**config.mk**
```make
export PLATFORM = sky130hd
export DESIGN_NAME = pcx_rle_line_decoder_top
export DESIGN_NICKNAME = d
export VERILOG_FILES = /design/src/hw/rtl/pcxrld_pkg.sv /design/src/hw/rtl/pcxrld_palette_ram.sv /design/src/hw/rtl/pcxrld_byte_parser.sv /design/src/hw/rtl/pcxrld_pixel_emitter.sv /design/src/hw/rtl/pcx_rle_line_decoder_top.sv
export SDC_FILE = /design/constraint.sdc
export NUM_CORES = 2
export LEC_CHECK = 0
export BUFFER_PORTS_ARGS = -buffer_cell sky130_fd_sc_hd__clkbuf_2
export CORE_UTILIZATION = 35
export CTS_BUF_LIST = sky130_fd_sc_hd__clkbuf_4
export DETAILED_ROUTE_END_ITERATION = 8
export MAX_ROUTING_LAYER = met4
export PLACE_DENSITY = 0.6
export SYNTH_ARGS = -nofsm -noshare
export SYNTH_HDL_FRONTEND = slang
export SYNTH_SLANG_ARGS = --single-unit
```
**constraint.sdc**
```tcl
create_clock -name clk_i -period 4.55 [get_ports clk_i]
set_input_delay 0.455 -clock clk_i [delete_from_list [all_inputs] [get_ports clk_i]]
set_output_delay 0.455 -clock clk_i [all_outputs]
set_load 0.05 [all_outputs]
```
**src/hw/rtl/pcxrld_pkg.sv**
```systemverilog
`default_nettype none
// ----------------------------------------------------------------------------
// pcxrld_pkg
// shared types, constants and helpers of the pcx run-length line decoder
// ----------------------------------------------------------------------------
package pcxrld_pkg;

  localparam int unsigned DefPaletteEntries = 256;

  localparam int unsigned ByteW    = 8;
  localparam int unsigned PixelW   = 15;
  localparam int unsigned LineW    = 16;
  localparam int unsigned CountW   = 6;
  localparam int unsigned ChanW    = 5;
  localparam int unsigned ColorShift = 3;
  localparam int unsigned CfgIdxW  = 1;
  localparam int unsigned CfgDataW = 16;
  localparam int unsigned InDataW  = 40;
  localparam int unsigned OutDataW = 16;

  localparam logic [ByteW-1:0]  MarkerMin = 8'hC0;
  localparam logic [CountW-1:0] CountMask = 6'h3F;

  localparam logic             OutputModeReset = 1'b1;
  localparam logic [LineW-1:0] LineBytesReset  = 16'd640;

  typedef enum logic {
    KindPalette = 1'b0,
    KindStream  = 1'b1
  } kind_e;

  typedef enum logic [CfgIdxW-1:0] {
    CfgOutputMode = 1'b0,
    CfgLineBytes  = 1'b1
  } cfg_reg_e;

  // one decoded run handed to the emitter
  typedef struct packed {
    logic [ByteW-1:0]  idx;
    logic [CountW-1:0] count;
    logic              ends;
    logic              oob;
  } job_t;

  // palette write request
  typedef struct packed {
    logic              we;
    logic [ByteW-1:0]  idx;
    logic [PixelW-1:0] data;
  } pal_wr_t;

  // 5:5:5 packing, red in the top bits, each channel the top bits of its byte
  function automatic logic [PixelW-1:0] pack555(input logic [ByteW-1:0] r,
                                                input logic [ByteW-1:0] g,
                                                input logic [ByteW-1:0] b);
    logic [ChanW-1:0] rc, gc, bc;
    rc = r[ByteW-1:ColorShift];
    gc = g[ByteW-1:ColorShift];
    bc = b[ByteW-1:ColorShift];
    return {rc, gc, bc};
  endfunction

endpackage
`default_nettype wire

```
**src/hw/rtl/pcxrld_palette_ram.sv**
```systemverilog
`default_nettype none
// ----------------------------------------------------------------------------
// pcxrld_palette_ram
// palette store, one write and one registered read port
// ----------------------------------------------------------------------------
module pcxrld_palette_ram
  import pcxrld_pkg::*;
#(
  parameter int unsigned PALETTE_ENTRIES = DefPaletteEntries,
  localparam int unsigned AddrW = $clog2(PALETTE_ENTRIES)
) (
  input  wire logic              clk_i,
  input  wire logic              we_i,
  input  wire logic [AddrW-1:0]  waddr_i,
  input  wire logic [PixelW-1:0] wdata_i,
  input  wire logic              re_i,
  input  wire logic [AddrW-1:0]  raddr_i,
  output      logic [PixelW-1:0] rdata_o
);

  logic [PixelW-1:0] mem [PALETTE_ENTRIES];
  logic [PixelW-1:0] rdata_q;

  // read data holds between reads, so a run keeps its colour
  always_ff @(posedge clk_i) begin
    if (we_i) begin
      mem[waddr_i] <= wdata_i;
    end
    if (re_i) begin
      rdata_q <= mem[raddr_i];
    end
  end

  assign rdata_o = rdata_q;

endmodule
`default_nettype wire

```
**src/hw/rtl/pcxrld_byte_parser.sv**
```systemverilog
`default_nettype none
// ----------------------------------------------------------------------------
// pcxrld_byte_parser
// marker/literal parsing, run state and scan line counting
// ----------------------------------------------------------------------------
module pcxrld_byte_parser
  import pcxrld_pkg::*;
#(
  parameter int unsigned PALETTE_ENTRIES = DefPaletteEntries
) (
  input  wire logic              clk_i,
  input  wire logic              rst_ni,
  input  wire logic              accept_i,
  input  wire logic              kind_i,
  input  wire logic [ByteW-1:0]  data_byte_i,
  input  wire logic [ByteW-1:0]  palette_index_i,
  input  wire logic [ByteW-1:0]  red_i,
  input  wire logic [ByteW-1:0]  green_i,
  input  wire logic [ByteW-1:0]  blue_i,
  input  wire logic [LineW-1:0]  line_bytes_i,
  output      pal_wr_t           pal_wr_o,
  output      logic              job_start_o,
  output      job_t              job_o
);

  logic              run_pending_q, run_pending_d;
  logic [CountW-1:0] run_count_q, run_count_d;
  logic [LineW-1:0]  line_left_q, line_left_d;
  logic [CountW-1:0] n;
  logic [LineW-1:0]  left;
  logic [LineW-1:0]  n_ext;
  logic              ends;
  logic              stream;

  assign stream = accept_i && (kind_e'(kind_i) == KindStream);
  assign n_ext  = {{(LineW-CountW){1'b0}}, n};
  // zero means reload before the next pixel
  assign left   = (line_left_q == '0) ? line_bytes_i : line_left_q;
  assign ends   = n_ext >= left;

  always_comb begin
    run_pending_d = run_pending_q;
    run_count_d   = run_count_q;
    line_left_d   = line_left_q;
    n             = '0;
    if (stream) begin
      if (run_pending_q) begin
        n             = run_count_q;
        run_pending_d = 1'b0;
        run_count_d   = '0;
      end else if (data_byte_i >= MarkerMin) begin
        run_pending_d = 1'b1;
        run_count_d   = data_byte_i[CountW-1:0] & CountMask;
      end else begin
        n = CountW'(1);
      end
      if (n != '0) begin
        line_left_d = ends ? '0 : (left - n_ext);
      end
    end
  end

  always_ff @(posedge clk_i or negedge rst_ni) begin
    if (!rst_ni) begin
      run_pending_q <= 1'b0;
      run_count_q   <= '0;
      line_left_q   <= '0;
    end else begin
      run_pending_q <= run_pending_d;
      run_count_q   <= run_count_d;
      line_left_q   <= line_left_d;
    end
  end

  assign job_start_o = stream && (n != '0);
  assign job_o.idx   = data_byte_i;
  assign job_o.count = n;
  assign job_o.ends  = ends;
  assign job_o.oob   = {1'b0, data_byte_i} >= (ByteW+1)'(PALETTE_ENTRIES);

  // loads beyond the palette are dropped
  assign pal_wr_o.we   = accept_i && (kind_e'(kind_i) == KindPalette) &&
                         ({1'b0, palette_index_i} < (ByteW+1)'(PALETTE_ENTRIES));
  assign pal_wr_o.idx  = palette_index_i;
  assign pal_wr_o.data = pack555(red_i, green_i, blue_i);

endmodule
`default_nettype wire

```
**src/hw/rtl/pcxrld_pixel_emitter.sv**
```systemverilog
`default_nettype none
// ----------------------------------------------------------------------------
// pcxrld_pixel_emitter
// repeats one run word by word into the output register
// ----------------------------------------------------------------------------
module pcxrld_pixel_emitter
  import pcxrld_pkg::*;
(
  input  wire logic                clk_i,
  input  wire logic                rst_ni,
  input  wire logic                job_start_i,
  input  wire job_t                job_i,
  input  wire logic [PixelW-1:0]   rd_data_i,
  input  wire logic                output_mode_i,
  output      logic                take_o,
  output      logic                m_axis_tvalid_o,
  input  wire logic                m_axis_tready_i,
  output      logic [OutDataW-1:0] m_axis_tdata_o,
  output      logic                m_axis_tlast_o,
  output      logic                m_axis_tuser_o
);

  logic [CountW-1:0] rem_q, rem_d;
  logic [ByteW-1:0]  idx_q;
  logic              ends_q, oob_q;
  logic              out_valid_q, out_valid_d;
  logic [PixelW-1:0] out_pixel_q, pixel;
  logic              out_last_q, out_line_end_q;
  logic              emit;
  logic              final_word;

  assign emit       = (rem_q != '0) && (!out_valid_q || m_axis_tready_i);
  assign final_word = rem_q == CountW'(1);
  assign take_o     = (rem_q == '0) || (final_word && emit);

  // palette read data stays put while the run drains
  assign pixel = output_mode_i ? (oob_q ? '0 : rd_data_i)
                               : {{(PixelW-ByteW){1'b0}}, idx_q};

  always_comb begin
    rem_d = rem_q;
    if (job_start_i) begin
      rem_d = job_i.count;
    end else if (emit) begin
      rem_d = rem_q - CountW'(1);
    end
    out_valid_d = out_valid_q;
    if (emit) begin
      out_valid_d = 1'b1;
    end else if (m_axis_tready_i) begin
      out_valid_d = 1'b0;
    end
  end

  always_ff @(posedge clk_i or negedge rst_ni) begin
    if (!rst_ni) begin
      rem_q       <= '0;
      out_valid_q <= 1'b0;
    end else begin
      rem_q       <= rem_d;
      out_valid_q <= out_valid_d;
    end
  end

  always_ff @(posedge clk_i) begin
    if (job_start_i) begin
      idx_q  <= job_i.idx;
      ends_q <= job_i.ends;
      oob_q  <= job_i.oob;
    end
    if (emit) begin
      out_pixel_q    <= pixel;
      out_last_q     <= final_word;
      out_line_end_q <= final_word && ends_q;
    end
  end

  assign m_axis_tvalid_o = out_valid_q;
  assign m_axis_tdata_o  = {{(OutDataW-PixelW){1'b0}}, out_pixel_q};
  assign m_axis_tlast_o  = out_last_q;
  assign m_axis_tuser_o  = out_line_end_q;

  a_line_end_on_last: assert property (@(posedge clk_i) disable iff (!rst_ni)
    out_valid_q && out_line_end_q |-> out_last_q)
    else $error("line end flagged on a word that is not the last of its item");

  a_start_nonempty: assert property (@(posedge clk_i) disable iff (!rst_ni)
    job_start_i |-> (job_i.count != '0) && take_o)
    else $error("run started empty or while another run is draining");

  a_start_loads_count: assert property (@(posedge clk_i) disable iff (!rst_ni)
    job_start_i |=> rem_q == $past(job_i.count))
    else $error("run count not loaded");

  a_progress: assert property (@(posedge clk_i) disable iff (!rst_ni)
    (rem_q != '0) && !out_valid_q |=> out_valid_q)
    else $error("pending run did not reach the output register");

endmodule
`default_nettype wire

```
**src/hw/rtl/pcx_rle_line_decoder_top.sv**
```systemverilog
`default_nettype none
// ----------------------------------------------------------------------------
// pcx_rle_line_decoder_top
// pcx run-length line decoder with 5:5:5 palette lookup
// ----------------------------------------------------------------------------
// channel   dir  handshake                  payload
// s_axis    in   s_axis_tvalid/tready       tuser kind, tdata stream byte or palette load
// m_axis    out  m_axis_tvalid/tready       tdata pixel, tlast last, tuser line_end
// cfg       in   cfg_we                     cfg_index, cfg_data
//
// a literal, a marker or a palette load is taken in one handshake; a run of n
// pixels holds the input while the emitter's countdown feeds its words into the
// single output register. the palette read is issued at the accept edge, so
// the colour is ready when the first word is built. no clearing pass after
// reset: unwritten palette entries read as whatever the memory holds.
// output stalls back up into the input once the current run is drained.
// ----------------------------------------------------------------------------
module pcx_rle_line_decoder_top
  import pcxrld_pkg::*;
#(
  parameter int unsigned PALETTE_ENTRIES = DefPaletteEntries
) (
  input  wire logic                clk_i,
  input  wire logic                rst_ni,
  input  wire logic                s_axis_tvalid,
  output      logic                s_axis_tready,
  // data_byte, palette_index, red, green, blue
  input  wire logic [InDataW-1:0]  s_axis_tdata,
  // kind
  input  wire logic                s_axis_tuser,
  output      logic                m_axis_tvalid,
  input  wire logic                m_axis_tready,
  // pixel, zero pad
  output      logic [OutDataW-1:0] m_axis_tdata,
  output      logic                m_axis_tlast,
  // line_end
  output      logic                m_axis_tuser,
  input  wire logic                cfg_we_i,
  input  wire logic [CfgIdxW-1:0]  cfg_index_i,
  input  wire logic [CfgDataW-1:0] cfg_data_i
);

  localparam int unsigned AddrW = $clog2(PALETTE_ENTRIES);

  logic              output_mode_q;
  logic [LineW-1:0]  line_bytes_q;
  logic              accept;
  logic              take;
  pal_wr_t           pal_wr;
  job_t              job;
  logic              job_start;
  logic [PixelW-1:0] rd_data;

  always_ff @(posedge clk_i or negedge rst_ni) begin
    if (!rst_ni) begin
      output_mode_q <= OutputModeReset;
      line_bytes_q  <= LineBytesReset;
    end else if (cfg_we_i) begin
      case (cfg_reg_e'(cfg_index_i))
        CfgOutputMode: output_mode_q <= cfg_data_i[0];
        CfgLineBytes:  line_bytes_q  <= cfg_data_i[LineW-1:0];
        default:       ;
      endcase
    end
  end

  assign s_axis_tready = take;
  assign accept        = s_axis_tvalid && take;

  pcxrld_byte_parser #(
    .PALETTE_ENTRIES(PALETTE_ENTRIES)
  ) u_parser (
    .clk_i           (clk_i),
    .rst_ni          (rst_ni),
    .accept_i        (accept),
    .kind_i          (s_axis_tuser),
    .data_byte_i     (s_axis_tdata[7:0]),
    .palette_index_i (s_axis_tdata[15:8]),
    .red_i           (s_axis_tdata[23:16]),
    .green_i         (s_axis_tdata[31:24]),
    .blue_i          (s_axis_tdata[39:32]),
    .line_bytes_i    (line_bytes_q),
    .pal_wr_o        (pal_wr),
    .job_start_o     (job_start),
    .job_o           (job)
  );

  pcxrld_palette_ram #(
    .PALETTE_ENTRIES(PALETTE_ENTRIES)
  ) u_palette (
    .clk_i   (clk_i),
    .we_i    (pal_wr.we),
    .waddr_i (pal_wr.idx[AddrW-1:0]),
    .wdata_i (pal_wr.data),
    .re_i    (job_start),
    .raddr_i (job.idx[AddrW-1:0]),
    .rdata_o (rd_data)
  );

  pcxrld_pixel_emitter u_emitter (
    .clk_i           (clk_i),
    .rst_ni          (rst_ni),
    .job_start_i     (job_start),
    .job_i           (job),
    .rd_data_i       (rd_data),
    .output_mode_i   (output_mode_q),
    .take_o          (take),
    .m_axis_tvalid_o (m_axis_tvalid),
    .m_axis_tready_i (m_axis_tready),
    .m_axis_tdata_o  (m_axis_tdata),
    .m_axis_tlast_o  (m_axis_tlast),
    .m_axis_tuser_o  (m_axis_tuser)
  );

endmodule
`default_nettype wire
```
==> results_dict.tcl <==
set metrics [dict create \
    via_per_inst 5.59 \
    dieArea_um2 436000 \
    place.port_buffers 72 \
    grt_pass1_vias 83336 \
    async_flop_share_pct 1.20 \
    min_period_ps 4300 \
    outcome "finished, violations left" \
    layout_commonest_cell "edfxtp_1" \
    yosysTopAreaCell "edfxtp_1" \
    rows 241 \
    wire_per_inst_um 31.1 \
    endpoint_kind "flop" \
    hold_end "u_palette.mem[123][7]$_DFFE_PP_" \
    die_y_um 660 \
    hp-start "s_axis_tdata[29]" \
    synthCells 7056 \
    final_max_slew_viol_count 14 \
    setup_ws_ps 251 \
    nets 8622 \
    max_slew_margin_pct -9.67 \
    violations "capacitance limit, slew limit" \
    ys.warnings.count 0 \
    detailed_place_hpwl_um 288000 \
    synth_edf_count 3881 \
    synth_top_area_share_pct 76.8 \
    clk_pin_slew_ps 70 \
    htreeDepth 6 \
    design_power_total_uw 72400 \
    grt_overflow_total 0 \
    p_leak_uw 0.0574 \
    drt-initial-drc-count 11504 \
    root_buffer "clkbuf_4" \
    powerDensity_nw_per_um2 409 \
    syn-num-nets 7129 \
    firstDrtPassIters 6 \
    start_util_pct 35.2 \
    min_path_type "input pin to flop" \
    post_cts_buffers 0 \
    grt_pass1_wl_um 643000 \
    drive_gt1_share_pct 35.5 \
    synth_flop_cell "edfxtp_1" \
    hold_viol 0 \
    dpl_worst_slack_ps 144 \
    clkLatencyLatePin_ps 1730 \
    final_cell_mix "3881 x edfxtp_1, 1375 x clkbuf_4, 909 x mux4_2" \
    timing.fmax_ghz 0.233 \
    place_inst 13162 \
    io_pins 83 \
    cts_tree "built" \
    cp.arrival_ps 5730 \
    instances_no_fill 14968 \
    drc 0 \
    synth.top_cells.by_area "edfxtp_1 77%, mux4_2 13%, mux2i_1 1.4%" \
    fin_skew_ps 178 \
    wirelength_um 466000 \
    worst-setup-path-type "flop to flop" \
    yosys_register_bits 3928 \
    worstMarginPinSlew_ps 1640 \
    cts_sinks 3928 \
    start_kind "flop" \
    cts_made_buffers 959 \
    antenna_found_initial 44 \
    vias 83674 \
    worstPathRequired_ps 5980 \
    core_um2 431000 \
    worstReg2RegEnd "u_palette.mem[17][11]$_DFFE_PP_" \
    final_util_pct 41.1 \
    reg2reg_from "u_emitter.rem_q[2]$_DFFE_PN0P_" \
    r2r.worst_path.cells 11 \
    synth.avg_cell_area_um2 21.5 \
    antenna_left 0 \
    grt_max_degree 153 \
    fin_crit_sh_pct 94.5 \
    cts.path.max_buffers 4 \
    setup-violations-final 0 \
    ir_drop_v 0.000267 \
    synth_area_um2 152000 \
    die_w_um 660 \
    syn2layout_area_growth_pct 16.8 \
    synthDistinctLibCells 79 \
    yosysSeqAreaShare_pct 77.6 \
    place.gp.congestion 0.925 \
    grt_usage_pct 21.6 \
    reg2reg_slack_ps 250 \
    hold_depth 2 \
    critPathMaxFanout 16 \
    drv_cap 2 \
]
[metal layers]
layer	global-route usage (%)	vias up	wire [µm]
met4	9.75	0	22100
met2	33.3	5233	220000
met3	4.76	894	47600
met1	27.3	44141	176000
met5	-	-	0
li1	-	33406	-
[worst max path at each step]
stage / start / endpoint / slack (ps) / depth (start not counted)
after global routing: u_emitter.rem_q[2]$_DFFE_PN0P_ / u_palette.mem[17][11]$_DFFE_PP_ / -2 / 11
final: u_emitter.rem_q[2]$_DFFE_PN0P_ / u_palette.mem[17][11]$_DFFE_PP_ / 250 / 11
after CTS: u_emitter.rem_q[2]$_DFFE_PN0P_ / u_parser.line_left_q[12]$_DFFE_PN0P_ / 120 / 14
after global placement: s_axis_tdata[1] / u_palette.rdata_o[3]$_DFFE_PP_ / -170 / 12
after floorplan: u_emitter.m_axis_tvalid_o$_DFFE_PN0P_ / u_parser.line_left_q[11]$_DFFE_PN0P_ / 600 / 14
after detailed placement: u_emitter.rem_q[3]$_DFFE_PN0P_ / u_parser.line_left_q[12]$_DFFE_PN0P_ / 140 / 14
[final cells by class]
type	instances	area, µm²
diodes	46	115
clock buffers	1375	10300
clock inverters	249	1360
fillers	38035	254000
inverters	18	80.1
multi-input cells	2712	31900
flip-flops and latches	3928	118000
well taps	5710	7140
repair buffers	930	8500
[report_power, final]
part / switching [µW] / internal, µW / total (µW)
clock network: 14100 / 14000 / 28100
logic: 2940 / 1540 / 4480
registers: 76.0 / 39800 / 39900
total: 17100 / 55300 / 72400
[synth_stat cells, drive strengths merged (7+ instances only)]
| master | instances |
|---|---|
| nor3 | 52 |
| nor2b | 29 |
| o31ai | 17 |
| a21o | 10 |
| or2 | 7 |
| mux4 | 909 |
| a32oi | 9 |
| o211ai | 14 |
| nand4 | 8 |
| ha | 9 |
| a221oi | 33 |
| mux2i | 218 |
| and2 | 33 |
| a22o | 27 |
| a21oi | 90 |
| dfrtp | 44 |
| a2111oi | 10 |
| a211oi | 39 |
| buf | 237 |
| a31oi | 32 |
| nor2 | 361 |
| nand2 | 233 |
| and3 | 21 |
| o22ai | 99 |
| a22oi | 105 |
| nand2b | 15 |
| edfxtp | 3881 |
| inv | 14 |
| nor4 | 25 |
| or3 | 10 |
| or4 | 9 |
| nand3 | 63 |
| o21ai | 76 |
| mux2 | 43 |
| clkbuf | 161 |
| o221ai | 45 |
[per-stage QoR]
stage,cell area [µm²],setup TNS (ps),hold slack (ps)
finish,177000,0,81.2
global placement,164000,-167,481
floorplan,152000,0,159
CTS,177000,0,16.2
detailed placement,164000,0,499
global route,177000,-2.46,10.5
[worst max-delay path, stage by stage (launching register included)]
cell and delay, ps:
dfrtp_1 440, nor4_2 380, and2_2 290, o21ai_0 120
buf_4 210, nor4_1 170, dlygate4sd3_1 680, nand2_1 70
dlygate4sd3_1 570, buf_4 210, nor2_1 170, dlygate4sd3_1 640
[what timing repair did]
item,CTS,global route
endpoints found under the setup margin,0,115
resized for setup,0,3
hold endpoints to repair,6754,0
hold buffers,136,0
[cells by family after synthesis]
logic type	share of synthesized area [%]
flip-flops	77.6
multiplexers	15.3
AND/OR/NAND/NOR	2.57
AO/OA/AOI/OAI	3.01
buffers and inverters	1.46
adder cells (fa/ha/maj)	0.0874
XOR/XNOR	0.0116
other	0.00247
[registers in the layout (all words and copies together) (netlist names)]
signal / cells
line_bytes_q: 16
u_emitter.ends_q: 1
u_emitter.m_axis_tuser_o: 1
u_palette.mem: 3840
u_palette.rdata_o: 15
u_parser.run_count_q: 6
output_mode_q: 1
u_emitter.idx_q: 8
u_parser.line_left_q: 16
u_emitter.m_axis_tlast_o: 1
u_parser.run_pending_q: 1
u_emitter.out_pixel_q: 15
u_emitter.m_axis_tvalid_o: 1
u_emitter.rem_q: 6
Note: power is estimated with default switching activity, not from simulation.
